**config.mk**
```make
export PLATFORM = sky130hd
export DESIGN_NAME = haptic_wall_spring_motor_drive
export DESIGN_NICKNAME = d
export VERILOG_FILES = /design/src/rtl/hwsmd_pkg.sv /design/src/rtl/haptic_wall_spring_motor_drive.sv /design/src/rtl/hwsmd_mul.sv /design/src/rtl/hwsmd_cfg.sv /design/src/rtl/hwsmd_seq.sv
export SDC_FILE = /design/constraint.sdc
export NUM_CORES = 2
export LEC_CHECK = 0
export BUFFER_PORTS_ARGS = -buffer_cell sky130_fd_sc_hd__buf_2
export CAP_MARGIN = 20
export CORE_MARGIN = 2
export CORE_UTILIZATION = 35
export DETAILED_ROUTE_END_ITERATION = 6
export PLACE_DENSITY_LB_ADDON = 0.15
export SYNTH_ARGS = -nofsm -noshare
export SYNTH_HDL_FRONTEND = slang
export SYNTH_SLANG_ARGS = --single-unit
```
**constraint.sdc**
```tcl
create_clock -name clk -period 9.65 [get_ports clk]
set_input_delay 1.4475 -clock clk [delete_from_list [all_inputs] [get_ports clk]]
set_output_delay 1.4475 -clock clk [all_outputs]
set_load 0.005 [all_outputs]
```
**src/rtl/hwsmd_pkg.sv**
```systemverilog
`default_nettype none

package hwsmd_pkg;

	localparam int MOTOR_BITS    = 21;
	localparam int FORCE_BITS    = 16;
	localparam int GAIN_BITS     = 16;
	localparam int CLEAR_BITS    = 10;
	localparam int MODE_BITS     = 3;
	localparam int FREQ_BITS     = 16;
	localparam int AMP_BITS      = 11;
	localparam int CFG_ADDR_BITS = 3;

	localparam logic [CFG_ADDR_BITS-1:0] CFG_AUTO      = 3'd0;
	localparam logic [CFG_ADDR_BITS-1:0] CFG_MODE      = 3'd1;
	localparam logic [CFG_ADDR_BITS-1:0] CFG_TEST_TGT  = 3'd2;
	localparam logic [CFG_ADDR_BITS-1:0] CFG_CLEARANCE = 3'd3;
	localparam logic [CFG_ADDR_BITS-1:0] CFG_WALL      = 3'd4;
	localparam logic [CFG_ADDR_BITS-1:0] CFG_GAIN      = 3'd5;

	localparam logic [MODE_BITS-1:0] MODE_STOP   = 3'd0;
	localparam logic [MODE_BITS-1:0] MODE_TEST   = 3'd1;
	localparam logic [MODE_BITS-1:0] MODE_FOLLOW = 3'd2;
	localparam logic [MODE_BITS-1:0] MODE_WALL   = 3'd3;
	localparam logic [MODE_BITS-1:0] MODE_SPRING = 3'd4;

	localparam int LEFT_EDGE    = -1816;
	localparam int LEFT_TARGET  = -1741;
	localparam int GAP_EMBED    = 7;
	localparam int SPRING_SHIFT = 16;

	localparam logic [FREQ_BITS-1:0] FREQ_MAX   = 16'd43500;
	localparam logic [FREQ_BITS-1:0] FREQ_MIN   = 16'd41500;
	localparam logic [FREQ_BITS-1:0] FREQ_RESET = 16'd42000;
	localparam logic [AMP_BITS-1:0]  AMP_ON     = 11'd2000;

	localparam int CLEAR_RESET = 75;
	localparam int WALL_RESET  = 526;
	localparam int GAIN_RESET  = 4908;

	// gain 1.1112, bias 2046.8, slope 1000/47, dead band 10
	localparam longint GAIN_NUM   = 11112;
	localparam longint GAIN_DEN   = 10000;
	localparam longint BIAS_NUM   = 20468;
	localparam longint BIAS_DEN   = 10;
	localparam longint DEAD_BAND  = 10;
	localparam longint FREQ_DIV   = 47;
	localparam longint FREQ_SCALE = 1000;

	// reciprocal multiply: floor(x/11) for x <= 2^21, floor(x/47) for x < 2^21
	localparam int MUL_BW      = 24;
	localparam int DIV11_MUL   = 6100806;
	localparam int DIV11_SHIFT = 26;
	localparam int QUOT11_BITS = 18;
	localparam int DIV47_MUL   = 2855697;
	localparam int DIV47_SHIFT = 27;
	localparam int DIV47_IN    = 22;

	typedef struct packed {
		logic                 direction;
		logic [FREQ_BITS-1:0] frequency;
		logic [AMP_BITS-1:0]  amplitude;
	} out_item_t;

	function automatic int tgt_w(int cb);
		return ((cb > 16) ? cb : 16) + 2;
	endfunction

	function automatic int err_w(int cb);
		int t;
		t = tgt_w(cb);
		return ((t > 19) ? t : 19) + 1;
	endfunction

	function automatic int mul_aw(int cb, int fb);
		int e;
		int d;
		int m;
		e = err_w(cb) + 1;
		d = fb + 13;
		m = (e > 24) ? e : 24;
		return (m > d) ? m : d;
	endfunction

endpackage

`default_nettype wire

```
**src/rtl/haptic_wall_spring_motor_drive.sv**
```systemverilog
// channel   direction  fields                               handshake
// in        input      link_count, motor_count, force_req  in_valid / in_stall
// out       output     direction, frequency, amplitude     out_valid / out_stall
// cfg       input      cfg_addr, cfg_wdata                  cfg_wr_en
//
// One transaction at a time through a shared registered multiplier used up to five
// times in series; inside the dead band the result skips S_D, S_M and S_F, stop
// mode goes straight to S_OUT, and manual mode consumes the transaction unanswered.
// Reset is asynchronous; no clearing pass. in_stall is high while a transaction is
// in progress and while a finished result waits on out_stall.
`default_nettype none

module haptic_wall_spring_motor_drive #(
	parameter int COUNT_BITS = 18,
	parameter int FRAC_BITS  = 8
) (
	input  wire logic                                   clk,
	input  wire logic                                   arst_n,
	input  wire logic                                   in_valid,
	output logic                                        in_stall,
	input  wire logic signed [COUNT_BITS-1:0]           link_count,
	input  wire logic signed [hwsmd_pkg::MOTOR_BITS-1:0] motor_count,
	input  wire logic signed [hwsmd_pkg::FORCE_BITS-1:0] force_req,
	output logic                                        out_valid,
	input  wire logic                                   out_stall,
	output logic                                        direction,
	output logic [hwsmd_pkg::FREQ_BITS-1:0]             frequency,
	output logic [hwsmd_pkg::AMP_BITS-1:0]              amplitude,
	input  wire logic                                   cfg_wr_en,
	input  wire logic [hwsmd_pkg::CFG_ADDR_BITS-1:0]    cfg_addr,
	input  wire logic [((COUNT_BITS > 16) ? COUNT_BITS : 16)-1:0] cfg_wdata
);
	import hwsmd_pkg::*;

	localparam int CDW    = (COUNT_BITS > 16) ? COUNT_BITS : 16;
	localparam int MUL_AW = mul_aw(COUNT_BITS, FRAC_BITS);

	logic                         auto_enable;
	logic [MODE_BITS-1:0]         work_mode;
	logic signed [COUNT_BITS-1:0] test_target;
	logic [CLEAR_BITS-1:0]        clearance;
	logic signed [COUNT_BITS-1:0] wall_position;
	logic [GAIN_BITS-1:0]         spring_gain;
	logic signed [MUL_AW-1:0]     mul_a;
	logic signed [MUL_BW-1:0]     mul_b;
	logic signed [MUL_AW+MUL_BW-1:0] mul_p;
	out_item_t                    out_item;

	hwsmd_cfg #(
		.COUNT_BITS (COUNT_BITS),
		.DW         (CDW)
	) u_cfg (
		.clk             (clk),
		.arst_n          (arst_n),
		.cfg_wr_en       (cfg_wr_en),
		.cfg_addr        (cfg_addr),
		.cfg_wdata       (cfg_wdata),
		.auto_enable_q   (auto_enable),
		.work_mode_q     (work_mode),
		.test_target_q   (test_target),
		.clearance_q     (clearance),
		.wall_position_q (wall_position),
		.spring_gain_q   (spring_gain)
	);

	hwsmd_mul #(
		.AW (MUL_AW),
		.BW (MUL_BW)
	) u_mul (
		.clk (clk),
		.a   (mul_a),
		.b   (mul_b),
		.p_q (mul_p)
	);

	hwsmd_seq #(
		.COUNT_BITS (COUNT_BITS),
		.FRAC_BITS  (FRAC_BITS),
		.MUL_AW     (MUL_AW)
	) u_seq (
		.clk           (clk),
		.arst_n        (arst_n),
		.in_valid      (in_valid),
		.in_stall      (in_stall),
		.link_count    (link_count),
		.motor_count   (motor_count),
		.force_req     (force_req),
		.auto_enable   (auto_enable),
		.work_mode     (work_mode),
		.test_target   (test_target),
		.clearance     (clearance),
		.wall_position (wall_position),
		.spring_gain   (spring_gain),
		.mul_a         (mul_a),
		.mul_b         (mul_b),
		.mul_p         (mul_p),
		.out_valid     (out_valid),
		.out_stall     (out_stall),
		.out_item      (out_item)
	);

	assign direction = out_item.direction;
	assign frequency = out_item.frequency;
	assign amplitude = out_item.amplitude;

endmodule

`default_nettype wire

```
**src/rtl/hwsmd_mul.sv**
```systemverilog
`default_nettype none

module hwsmd_mul #(
	parameter int AW = 24,
	parameter int BW = 24
) (
	input  wire logic                 clk,
	input  wire logic signed [AW-1:0] a,
	input  wire logic signed [BW-1:0] b,
	output logic signed [AW+BW-1:0]   p_q
);

	always_ff @(posedge clk) begin
		p_q <= a * b;
	end

endmodule

`default_nettype wire

```
**src/rtl/hwsmd_cfg.sv**
```systemverilog
`default_nettype none

module hwsmd_cfg #(
	parameter int COUNT_BITS = 18,
	parameter int DW         = 18
) (
	input  wire logic                                  clk,
	input  wire logic                                  arst_n,
	input  wire logic                                  cfg_wr_en,
	input  wire logic [hwsmd_pkg::CFG_ADDR_BITS-1:0]   cfg_addr,
	input  wire logic [DW-1:0]                         cfg_wdata,
	output logic                                       auto_enable_q,
	output logic [hwsmd_pkg::MODE_BITS-1:0]            work_mode_q,
	output logic signed [COUNT_BITS-1:0]               test_target_q,
	output logic [hwsmd_pkg::CLEAR_BITS-1:0]           clearance_q,
	output logic signed [COUNT_BITS-1:0]               wall_position_q,
	output logic [hwsmd_pkg::GAIN_BITS-1:0]            spring_gain_q
);
	import hwsmd_pkg::*;

	always_ff @(posedge clk or negedge arst_n) begin
		if (!arst_n) begin
			auto_enable_q   <= 1'b0;
			work_mode_q     <= MODE_STOP;
			test_target_q   <= '0;
			clearance_q     <= CLEAR_BITS'(CLEAR_RESET);
			wall_position_q <= COUNT_BITS'(WALL_RESET);
			spring_gain_q   <= GAIN_BITS'(GAIN_RESET);
		end else if (cfg_wr_en) begin
			unique case (cfg_addr)
				CFG_AUTO:      auto_enable_q   <= cfg_wdata[0];
				CFG_MODE:      work_mode_q     <= cfg_wdata[MODE_BITS-1:0];
				CFG_TEST_TGT:  test_target_q   <= $signed(cfg_wdata[COUNT_BITS-1:0]);
				CFG_CLEARANCE: clearance_q     <= cfg_wdata[CLEAR_BITS-1:0];
				CFG_WALL:      wall_position_q <= $signed(cfg_wdata[COUNT_BITS-1:0]);
				CFG_GAIN:      spring_gain_q   <= cfg_wdata[GAIN_BITS-1:0];
				default: ;
			endcase
		end
	end

endmodule

`default_nettype wire

```
**src/rtl/hwsmd_seq.sv**
```systemverilog
`default_nettype none

module hwsmd_seq #(
	parameter int COUNT_BITS = 18,
	parameter int FRAC_BITS  = 8,
	parameter int MUL_AW     = 24
) (
	input  wire logic                                         clk,
	input  wire logic                                         arst_n,
	input  wire logic                                         in_valid,
	output logic                                              in_stall,
	input  wire logic signed [COUNT_BITS-1:0]                 link_count,
	input  wire logic signed [hwsmd_pkg::MOTOR_BITS-1:0]      motor_count,
	input  wire logic signed [hwsmd_pkg::FORCE_BITS-1:0]      force_req,
	input  wire logic                                         auto_enable,
	input  wire logic [hwsmd_pkg::MODE_BITS-1:0]              work_mode,
	input  wire logic signed [COUNT_BITS-1:0]                 test_target,
	input  wire logic [hwsmd_pkg::CLEAR_BITS-1:0]             clearance,
	input  wire logic signed [COUNT_BITS-1:0]                 wall_position,
	input  wire logic [hwsmd_pkg::GAIN_BITS-1:0]              spring_gain,
	output logic signed [MUL_AW-1:0]                          mul_a,
	output logic signed [hwsmd_pkg::MUL_BW-1:0]               mul_b,
	input  wire logic signed [MUL_AW+hwsmd_pkg::MUL_BW-1:0]   mul_p,
	output logic                                              out_valid,
	input  wire logic                                         out_stall,
	output hwsmd_pkg::out_item_t                              out_item
);
	import hwsmd_pkg::*;

	localparam int TW = tgt_w(COUNT_BITS);
	localparam int EW = err_w(COUNT_BITS);
	localparam int PW = MUL_AW + MUL_BW;
	localparam int SW = COUNT_BITS + 18;
	localparam int CW = COUNT_BITS + 1;
	localparam int DW = FRAC_BITS + 11;

	localparam longint ONE_Q  = longint'(1) << FRAC_BITS;
	localparam longint GAIN_Q = (GAIN_NUM * ONE_Q + GAIN_DEN / 2) / GAIN_DEN;
	localparam longint BIAS_Q = (BIAS_NUM * ONE_Q + BIAS_DEN / 2) / BIAS_DEN;
	localparam longint DEAD_Q = DEAD_BAND * ONE_Q;
	localparam longint T_HI   = longint'(FREQ_MAX) * FREQ_DIV * ONE_Q;
	localparam longint T_LO   = longint'(FREQ_MIN) * FREQ_DIV * ONE_Q;

	localparam logic [PW-1:0] BIAS_C = PW'(BIAS_Q);
	localparam logic [PW-1:0] DEAD_C = PW'(DEAD_Q);
	localparam logic [PW-1:0] T_HI_C = PW'(T_HI);
	localparam logic [PW-1:0] T_LO_C = PW'(T_LO);

	typedef enum logic [3:0] {
		S_IDLE, S_POS, S_SPR, S_TGT, S_ERR, S_MULE, S_MAG, S_D, S_M, S_F, S_OUT
	} state_t;

	state_t                      state_q;
	logic signed [COUNT_BITS-1:0] link_q;
	logic signed [FORCE_BITS-1:0] force_q;
	logic [MOTOR_BITS:0]          m2_q;
	logic                         mneg_q;
	logic signed [QUOT11_BITS:0]  mpos_q;
	logic                         lt_left_q;
	logic                         lt_free_q;
	logic                         lt_wall_q;
	logic signed [TW-1:0]         target_q;
	logic signed [TW-1:0]         last_q;
	logic [EW-1:0]                abs_q;
	logic                         dir_q;
	logic                         neg_q;
	logic [DW-1:0]                d_q;
	logic                         hi_q;
	logic                         lo_q;
	logic [FREQ_BITS-1:0]         held_q;
	out_item_t                    res_q;
	out_item_t                    out_q;
	logic                         out_valid_q;

	logic                         out_free;
	logic [MOTOR_BITS:0]          m_ext;
	logic [MOTOR_BITS:0]          m_abs;
	logic [QUOT11_BITS:0]         mq;
	logic signed [CW-1:0]         free_edge;
	logic signed [SW-1:0]         spr_sum;
	logic signed [SW-1:0]         spr_rnd;
	logic signed [TW-1:0]         tgt_follow;
	logic signed [TW-1:0]         tgt_c;
	logic signed [EW-1:0]         err_c;
	logic [PW-1:0]                mag_c;
	logic [FREQ_BITS-1:0]         f_c;

	assign in_stall  = (state_q != S_IDLE);
	assign out_free  = !out_valid_q || !out_stall;
	assign out_valid = out_valid_q;
	assign out_item  = out_q;

	assign m_ext     = {motor_count[MOTOR_BITS-1], motor_count};
	assign m_abs     = motor_count[MOTOR_BITS-1] ? -m_ext : m_ext;
	assign mq        = {1'b0, mul_p[DIV11_SHIFT +: QUOT11_BITS]};
	assign free_edge = CW'(wall_position) - CW'($signed({1'b0, clearance}));
	assign spr_sum   = (SW'(wall_position) <<< SPRING_SHIFT) + SW'(mul_p);
	assign spr_rnd   = spr_sum + (spr_sum[SW-1] ? SW'((1 << SPRING_SHIFT) - 1) : SW'(0));
	assign tgt_follow = TW'(link_q) + TW'($signed({1'b0, clearance}));
	assign err_c     = EW'(target_q) - EW'(mpos_q);
	assign mag_c     = $unsigned(mul_p);

	always_comb begin
		case (work_mode) inside
			MODE_TEST:   tgt_c = TW'(test_target);
			MODE_FOLLOW: tgt_c = tgt_follow;
			MODE_WALL, MODE_SPRING: begin
				if (lt_left_q)
					tgt_c = TW'(LEFT_TARGET);
				else if (lt_free_q)
					tgt_c = tgt_follow;
				else if (work_mode == MODE_WALL)
					tgt_c = TW'(wall_position);
				else if (lt_wall_q)
					tgt_c = TW'(wall_position) + TW'(GAP_EMBED);
				else
					tgt_c = TW'(spr_rnd >>> SPRING_SHIFT);
			end
			default: tgt_c = last_q;
		endcase
	end

	always_comb begin
		if (hi_q)
			f_c = FREQ_MAX;
		else if (lo_q)
			f_c = FREQ_MIN;
		else
			f_c = mul_p[DIV47_SHIFT +: FREQ_BITS];
	end

	// shared multiplier operand select
	always_comb begin
		case (state_q)
			S_POS: begin
				mul_a = MUL_AW'($signed({1'b0, m2_q}));
				mul_b = MUL_BW'(DIV11_MUL);
			end
			S_SPR: begin
				mul_a = MUL_AW'(force_q);
				mul_b = MUL_BW'($signed({1'b0, spring_gain}));
			end
			S_MULE: begin
				mul_a = MUL_AW'($signed({1'b0, abs_q}));
				mul_b = MUL_BW'(GAIN_Q);
			end
			S_D: begin
				mul_a = MUL_AW'($signed({1'b0, d_q}));
				mul_b = MUL_BW'(FREQ_SCALE);
			end
			S_M: begin
				mul_a = MUL_AW'($signed({1'b0, mul_p[FRAC_BITS +: DIV47_IN]}));
				mul_b = MUL_BW'(DIV47_MUL);
			end
			default: begin
				mul_a = '0;
				mul_b = '0;
			end
		endcase
	end

	always_ff @(posedge clk or negedge arst_n) begin
		if (!arst_n) begin
			state_q     <= S_IDLE;
			out_valid_q <= 1'b0;
			held_q      <= FREQ_RESET;
			last_q      <= '0;
			link_q      <= '0;
			force_q     <= '0;
			m2_q        <= '0;
			mneg_q      <= 1'b0;
			mpos_q      <= '0;
			lt_left_q   <= 1'b0;
			lt_free_q   <= 1'b0;
			lt_wall_q   <= 1'b0;
			target_q    <= '0;
			abs_q       <= '0;
			dir_q       <= 1'b0;
			neg_q       <= 1'b0;
			d_q         <= '0;
			hi_q        <= 1'b0;
			lo_q        <= 1'b0;
			res_q       <= '0;
			out_q       <= '0;
		end else begin
			if (out_valid_q && !out_stall && (state_q != S_OUT))
				out_valid_q <= 1'b0;
			unique case (state_q)
				S_IDLE: begin
					if (in_valid && auto_enable) begin
						if (work_mode == MODE_STOP) begin
							res_q   <= '{direction: 1'b0, frequency: FREQ_MIN, amplitude: '0};
							state_q <= S_OUT;
						end else begin
							link_q  <= link_count;
							force_q <= force_req;
							m2_q    <= {m_abs[MOTOR_BITS-1:0], 1'b0};
							mneg_q  <= motor_count[MOTOR_BITS-1];
							state_q <= S_POS;
						end
					end
				end
				S_POS: state_q <= S_SPR;
				S_SPR: begin
					mpos_q    <= mneg_q ? -$signed(mq) : $signed(mq);
					lt_left_q <= CW'(link_q) < CW'(LEFT_EDGE);
					lt_free_q <= CW'(link_q) < free_edge;
					lt_wall_q <= link_q < wall_position;
					state_q   <= S_TGT;
				end
				S_TGT: begin
					target_q <= tgt_c;
					last_q   <= tgt_c;
					state_q  <= S_ERR;
				end
				S_ERR: begin
					abs_q   <= err_c[EW-1] ? $unsigned(-err_c) : $unsigned(err_c);
					dir_q   <= !err_c[EW-1] && (err_c != '0);
					state_q <= S_MULE;
				end
				S_MULE: state_q <= S_MAG;
				S_MAG: begin
					if (mag_c > DEAD_C) begin
						neg_q   <= mag_c > BIAS_C;
						d_q     <= DW'(BIAS_C - mag_c);
						state_q <= S_D;
					end else begin
						res_q   <= '{direction: dir_q, frequency: held_q, amplitude: '0};
						state_q <= S_OUT;
					end
				end
				S_D: state_q <= S_M;
				S_M: begin
					hi_q    <= !neg_q && (mag_c >= T_HI_C);
					lo_q    <= neg_q || (mag_c < T_LO_C);
					state_q <= S_F;
				end
				S_F: begin
					held_q  <= f_c;
					res_q   <= '{direction: dir_q, frequency: f_c, amplitude: AMP_ON};
					state_q <= S_OUT;
				end
				S_OUT: begin
					if (out_free) begin
						out_q       <= res_q;
						out_valid_q <= 1'b1;
						state_q     <= S_IDLE;
					end
				end
				default: state_q <= S_IDLE;
			endcase
		end
	end

	a_out_freq_range: assert property (@(posedge clk) disable iff (!arst_n)
		out_valid_q |-> (out_q.frequency >= FREQ_MIN) && (out_q.frequency <= FREQ_MAX))
		else $error("frequency out of range");

	a_out_amp_code: assert property (@(posedge clk) disable iff (!arst_n)
		(out_valid_q && (out_q.amplitude != '0)) |-> (out_q.amplitude == AMP_ON))
		else $error("bad amplitude");

	a_held_range: assert property (@(posedge clk) disable iff (!arst_n)
		(held_q >= FREQ_MIN) && (held_q <= FREQ_MAX))
		else $error("held frequency out of range");

	a_out_load: assert property (@(posedge clk) disable iff (!arst_n)
		((state_q == S_OUT) && out_free) |=> (out_valid_q && (state_q == S_IDLE)))
		else $error("result not loaded");

	a_manual_silent: assert property (@(posedge clk) disable iff (!arst_n)
		(in_valid && !in_stall && !auto_enable) |=> ((state_q == S_IDLE) && !$rose(out_valid_q)))
		else $error("manual mode produced work");

endmodule

`default_nettype wire

```
* Word level (Yosys, flattened, before mapping)
Index checks and enable logic that the tools add are counted.
Word-level totals: logic and storage cells 132, input bits 81, bits in registers 333, output and inout bits 30
Cells by class: add/subtract/negate cells 10, bitwise operators 1, $lt $le $gt $ge 7, equal/unequal tests 24, multiplexer cells 27, multiply operators 1, reductions and logical operators 31
Operators with widths (count):
- $mux W20 | 7
- $pmux W24 S5 | 1
- $pmux W23 S5 | 1
- $mux W28 | 3
- $pmux W28 S3 | 1
- $ge A48 B29 Y1 const B | 1
- $gt A48 B12 Y1 const B | 1
- $gt A48 B19 Y1 const B | 1
- $lt A48 B29 Y1 const B | 1
- $mul A24 B24 Y48 | 1
- $mux W16 | 3
- $pmux W4 S11 | 1
- $mux W21 | 2
- $neg A21 Y21 | 2
- $add A34 B36 Y36 | 1
- $add A36 B36 Y36 | 1
- $reduce_bool A21 Y1 | 1
- $sub A20 B19 Y21 | 1
- $reduce_and A2 Y1 | 10
- $add A18 B11 Y19 | 1
- $add A18 B4 Y19 const B | 1
- $lt A18 B19 Y1 | 1
- $mux W19 | 1
- $neg A18 Y19 | 1
- 27 further kinds | 56

* Depth between registers and ports, before layout
depth in word-level cells 10, gate-level depth with buffers 37, depth with buffers taken out 33

* Hierarchy
A second synthesis with hierarchy kept.
Unflattened totals: cell total of the unflattened synthesis 4529, area total of the unflattened synthesis 41602.4 sq um
By module, submodules not included:
- hwsmd_mul | area each 22290.1 sq um, times used 1, seq. area each 960.9 sq um, cells each 2382
- hwsmd_seq | area each 16681.0 sq um, times used 1, seq. area each 4984.8 sq um, cells each 2003
- hwsmd_cfg | area each 2631.3 sq um, times used 1, seq. area each 1669.1 sq um, cells each 144

* Least setup slack after synthesis
OpenSTA, ideal clock, no wires.
kind flip-flop to flip-flop, start reg u_seq.state_q[3], end reg u_mul.p_q[47], required time 9.578 ns, arrival 8.608 ns, library setup time 0.072 ns, cell stages (with the launch flop) 31, path slack 0.970 ns, cells stage by stage dfrtp_1 > clkbuf_1 > or2_2 > clkbuf_1 > nor2_1 > clkbuf_1 > buf_1 > a211oi_1 > clkbuf_1 > nor2_1 > fa_1 > inv_1 > fa_1 > inv_1 > fa_1 > inv_1 > fa_1 > fa_1 > fa_1 > fa_1 > inv_1 > ha_1 > a21o_1 > a21o_1 > a21o_1 > a21oi_1 > o21bai_1 > a21oi_1 > o31ai_1 > a21oi_1 > xnor2_1
Between the ends: word-level cells in the longest chain between the ends 3
Ends and longest elaborated chain:
- start, declared | line hwsmd_seq.sv:53 | state_t state_q;
- start signal, assigned | line hwsmd_seq.sv:164 | state_q <= S_IDLE;
- start signal, assigned | line hwsmd_seq.sv:193 | state_q <= S_OUT;
- start signal, assigned | line hwsmd_seq.sv:199 | state_q <= S_POS;
- $eq A4 B4 Y1, or another cell as far along | line hwsmd_seq.sv:134 | case (state_q)
- $pmux W24 S5 / $pmux W23 S5 (equally long branches) | line hwsmd_seq.sv:134
- $mul A24 B24 Y48 (*) | line hwsmd_mul.sv:14 | p_q <= a * b;
- end signal, assigned | line hwsmd_mul.sv:14
- end, declared | line hwsmd_mul.sv:10 | output logic signed [AW+BW-1:0] p_q
Every way passes the cells marked *; elsewhere a longest branch is shown, timed or not. A chain may end at the register's enable or synchronous reset.

* Worst setup path in the final report
start reg u_seq.state_q[1], end reg u_mul.p_q[46]
Same word-level chain as after synthesis.

==> flow_summary.ini <==
[logic_synthesis]
synth-seq-cells = 313
post_synth.cell_area_avg_um2 = 8.94
ys_seq_area_frac = 0.195
synth_top_area_frac = 0.283
synth.distinct_cells = 92
ys_top_cells_by_area = fa_1 (28%), dfrtp_1 (16%), ha_1 (8.3%)
postSynthCellCount = 4363
yosys.area.top_type = fa_1
ys.warnings.count = 0
synth_flop_cell = dfrtp_1
synth_area_um2 = 39000
ys_async_sr_fraction = 0.847
synth_edf_count = 0

[drt]
drt_first_iter_violations = 2593
drc_errors = 0
drtAntennaViolNets = 0
wl_um = 135000
firstDrtPassIters = 6
vias_per_cell = 5.20
vias = 31100
wl_per_cell_um = 22.6

[placement]
io_buffer_count = 105
place_worst_setup_slack_ns = 0.181
place_area_um2 = 41700
dp_hpwl_um = 111000
gp_congestion = 0.949

[global_routing]
grt-ovfl-total = 0
antenna_found_initial = 4
grt_start_max_net_pins = 149
grt_usage = 0.242
grt_pass1_vias = 31500
grt_pass1_wl_um = 205000

[job]
max-cap-violations = 0

[clocking]
hold_buffers = 0
clk_pin_slew_worst_paths_ns = 0.06
clockRootBuffer = clkbuf_16
cts_inserted_buffers = 38
clock-sinks = 313
cts_tree = built
htree_levels = 2
worstSkewPairLatency_ns = 0.59
cts.path.max_buffers = 3

[worst_setup_path]
timing.reg2reg.setup_slack_ns = 0.43
crit_arrival_ns = 9.72
cp_max_fo = 11
critPathMostFrequentCell = fa_1
start_kind = flip-flop
crit_path_end_kind = flip-flop
slowest_delay_ns = 0.84
crit_type = reg2reg
cp.required_ns = 10.16
cp_slowest_cell = a222oi_1

[floorplan]
rows = 122
coreArea_um2 = 111000
die_area_um2 = 114000
initial_utilization = 0.353
ioPinCount = 111
die_height_um = 338
die_x_um = 338

[cells_and_area]
diodes = 0
stdcell_area_um2 = 42900
final_common_cell = inv_1
syn_to_final_growth_pct = 9.95
most-common-layout-cells = inv_1 (775), fa_1 (551), nor2_1 (495)
drive_above_1_share = 0.109
layout.nets = 5352

[sta]
hold_ws_ns = 0.472
fin_ws_ns = 0.434
fin_crit_ns = 9.22
setup-tns-final_ns = 0
slew_headroom = 0.268
tightest_slew_ns = 1.09
finClkSkew_ns = 0.0348
setup_viol = 0
hold_viol = 0
max_freq_ghz = 0.109
finalCritPeriodShare = 0.955
drv_slew = 0

[run_status]
status = finished, final reports clean

[worst_hold_path]
min_path_type = reg2reg
[what timing repair did]
item                                    CTS  global route
buffers inserted                          0             1
endpoints found under the setup margin    0            11
resized for setup                         0             9
[synth_stat cells (all sizes together) (9+ instances only)]
cell type and number:
dfxtp 48, fa 551, nor2 500, a21oi 227, xnor2 129, xor2 70, dfrtp 247, nand2b 31
o21a 28, o31ai 20, ha 258, nand4 29, a31oi 23, or3 20, buf 25, a2111oi 11
mux2 116, nor3b 10, a211oi 30, dfstp 18, clkbuf 146, o21bai 22, o21ai 193, a21o 66
o211ai 18, or2 32, nor3 63, and2 12, nor2b 19, nand2 325, nor4 23, a222oi 9
and3 61, inv 775, or4 9, nand3 52, a22oi 11
[registers in the layout, summed over array words and instances (netlist names), 3 cells and up]
name	count
u_cfg.clearance_q	10
u_cfg.spring_gain_q	16
u_cfg.test_target_q	18
u_cfg.wall_position_q	18
u_cfg.work_mode_q	3
u_mul.p_q	48
u_seq.abs_q	21
u_seq.d_q	19
u_seq.force_q	16
u_seq.held_q	16
u_seq.link_q	18
u_seq.m2_q	21
u_seq.mpos_q	19
u_seq.out_item	18
u_seq.res_q	18
u_seq.state_q	4
u_seq.target_q	20
[final timing paths]
kind	depth (start not counted)	end	from
hold reg to reg	1	u_seq.held_q[2]$_DFFE_PN0P_	u_seq.held_q[2]$_DFFE_PN0P_
setup reg to reg	31	u_mul.p_q[46]$_DFF_P_	u_seq.state_q[1]$_DFFE_PN0P_
max in group asynchronous	2	u_seq.out_item[26]$_DFFE_PN0P_	arst_n
min in group asynchronous	1	u_seq.link_q[14]$_DFFE_PN0P_	arst_n
hold / removal	1	u_seq.held_q[2]$_DFFE_PN0P_	u_seq.held_q[2]$_DFFE_PN0P_
setup / recovery	31	u_mul.p_q[46]$_DFF_P_	u_seq.state_q[1]$_DFFE_PN0P_
[critical path, delay by kind of cell (launching register included)]
kind / cells / cell delay (ns)
buffers and inverters: 8 / 1.04
AND/OR/NAND/NOR: 8 / 1.54
adder cells (fa/ha/maj): 8 / 4.00
AO/OA/AOI/OAI: 7 / 2.12
flip-flops: 1 / 0.43
[routing by layer]
layer  vias up  routed length, um  GRT usage
li1      14300                  -          -
met1     15700              62800      0.354
met2       946              60700      0.381
met3       149               7960     0.0271
met4         2               3840     0.0624
met5         -                  7          0
[cells by family after synthesis]
kind of cell | synth area share
multiplexers | 0.0353
adder cells (fa/ha/maj) | 0.366
other | 0.000192
XOR/XNOR | 0.0447
flip-flops | 0.195
AO/OA/AOI/OAI | 0.124
AND/OR/NAND/NOR | 0.142
buffers and inverters | 0.0924
[through the flow]
step / cells / utilization
3_3_place_gp: 5906 / 0.376
4_1_cts: 5978 / 0.387
5_1_grt: 5980 / 0.388
3_5_place_dp: 5908 / 0.376
6_report: 5980 / 0.388
2_1_floorplan: 4384 / -
[layout make-up]
class,count,area (um^2)
Clock buffer,50,1070
Clock inverter,20,135
Fill cell,11400,67800
Inverter,776,2910
Multi-Input combinational cell,3125,28000
Sequential cell,313,7610
Tap cell,1488,1860
Timing Repair Buffer,208,1320
Power is left out: the tool's default activity adds up to more than one toggle a clock period on the data nets, which glitch-free logic cannot reach.
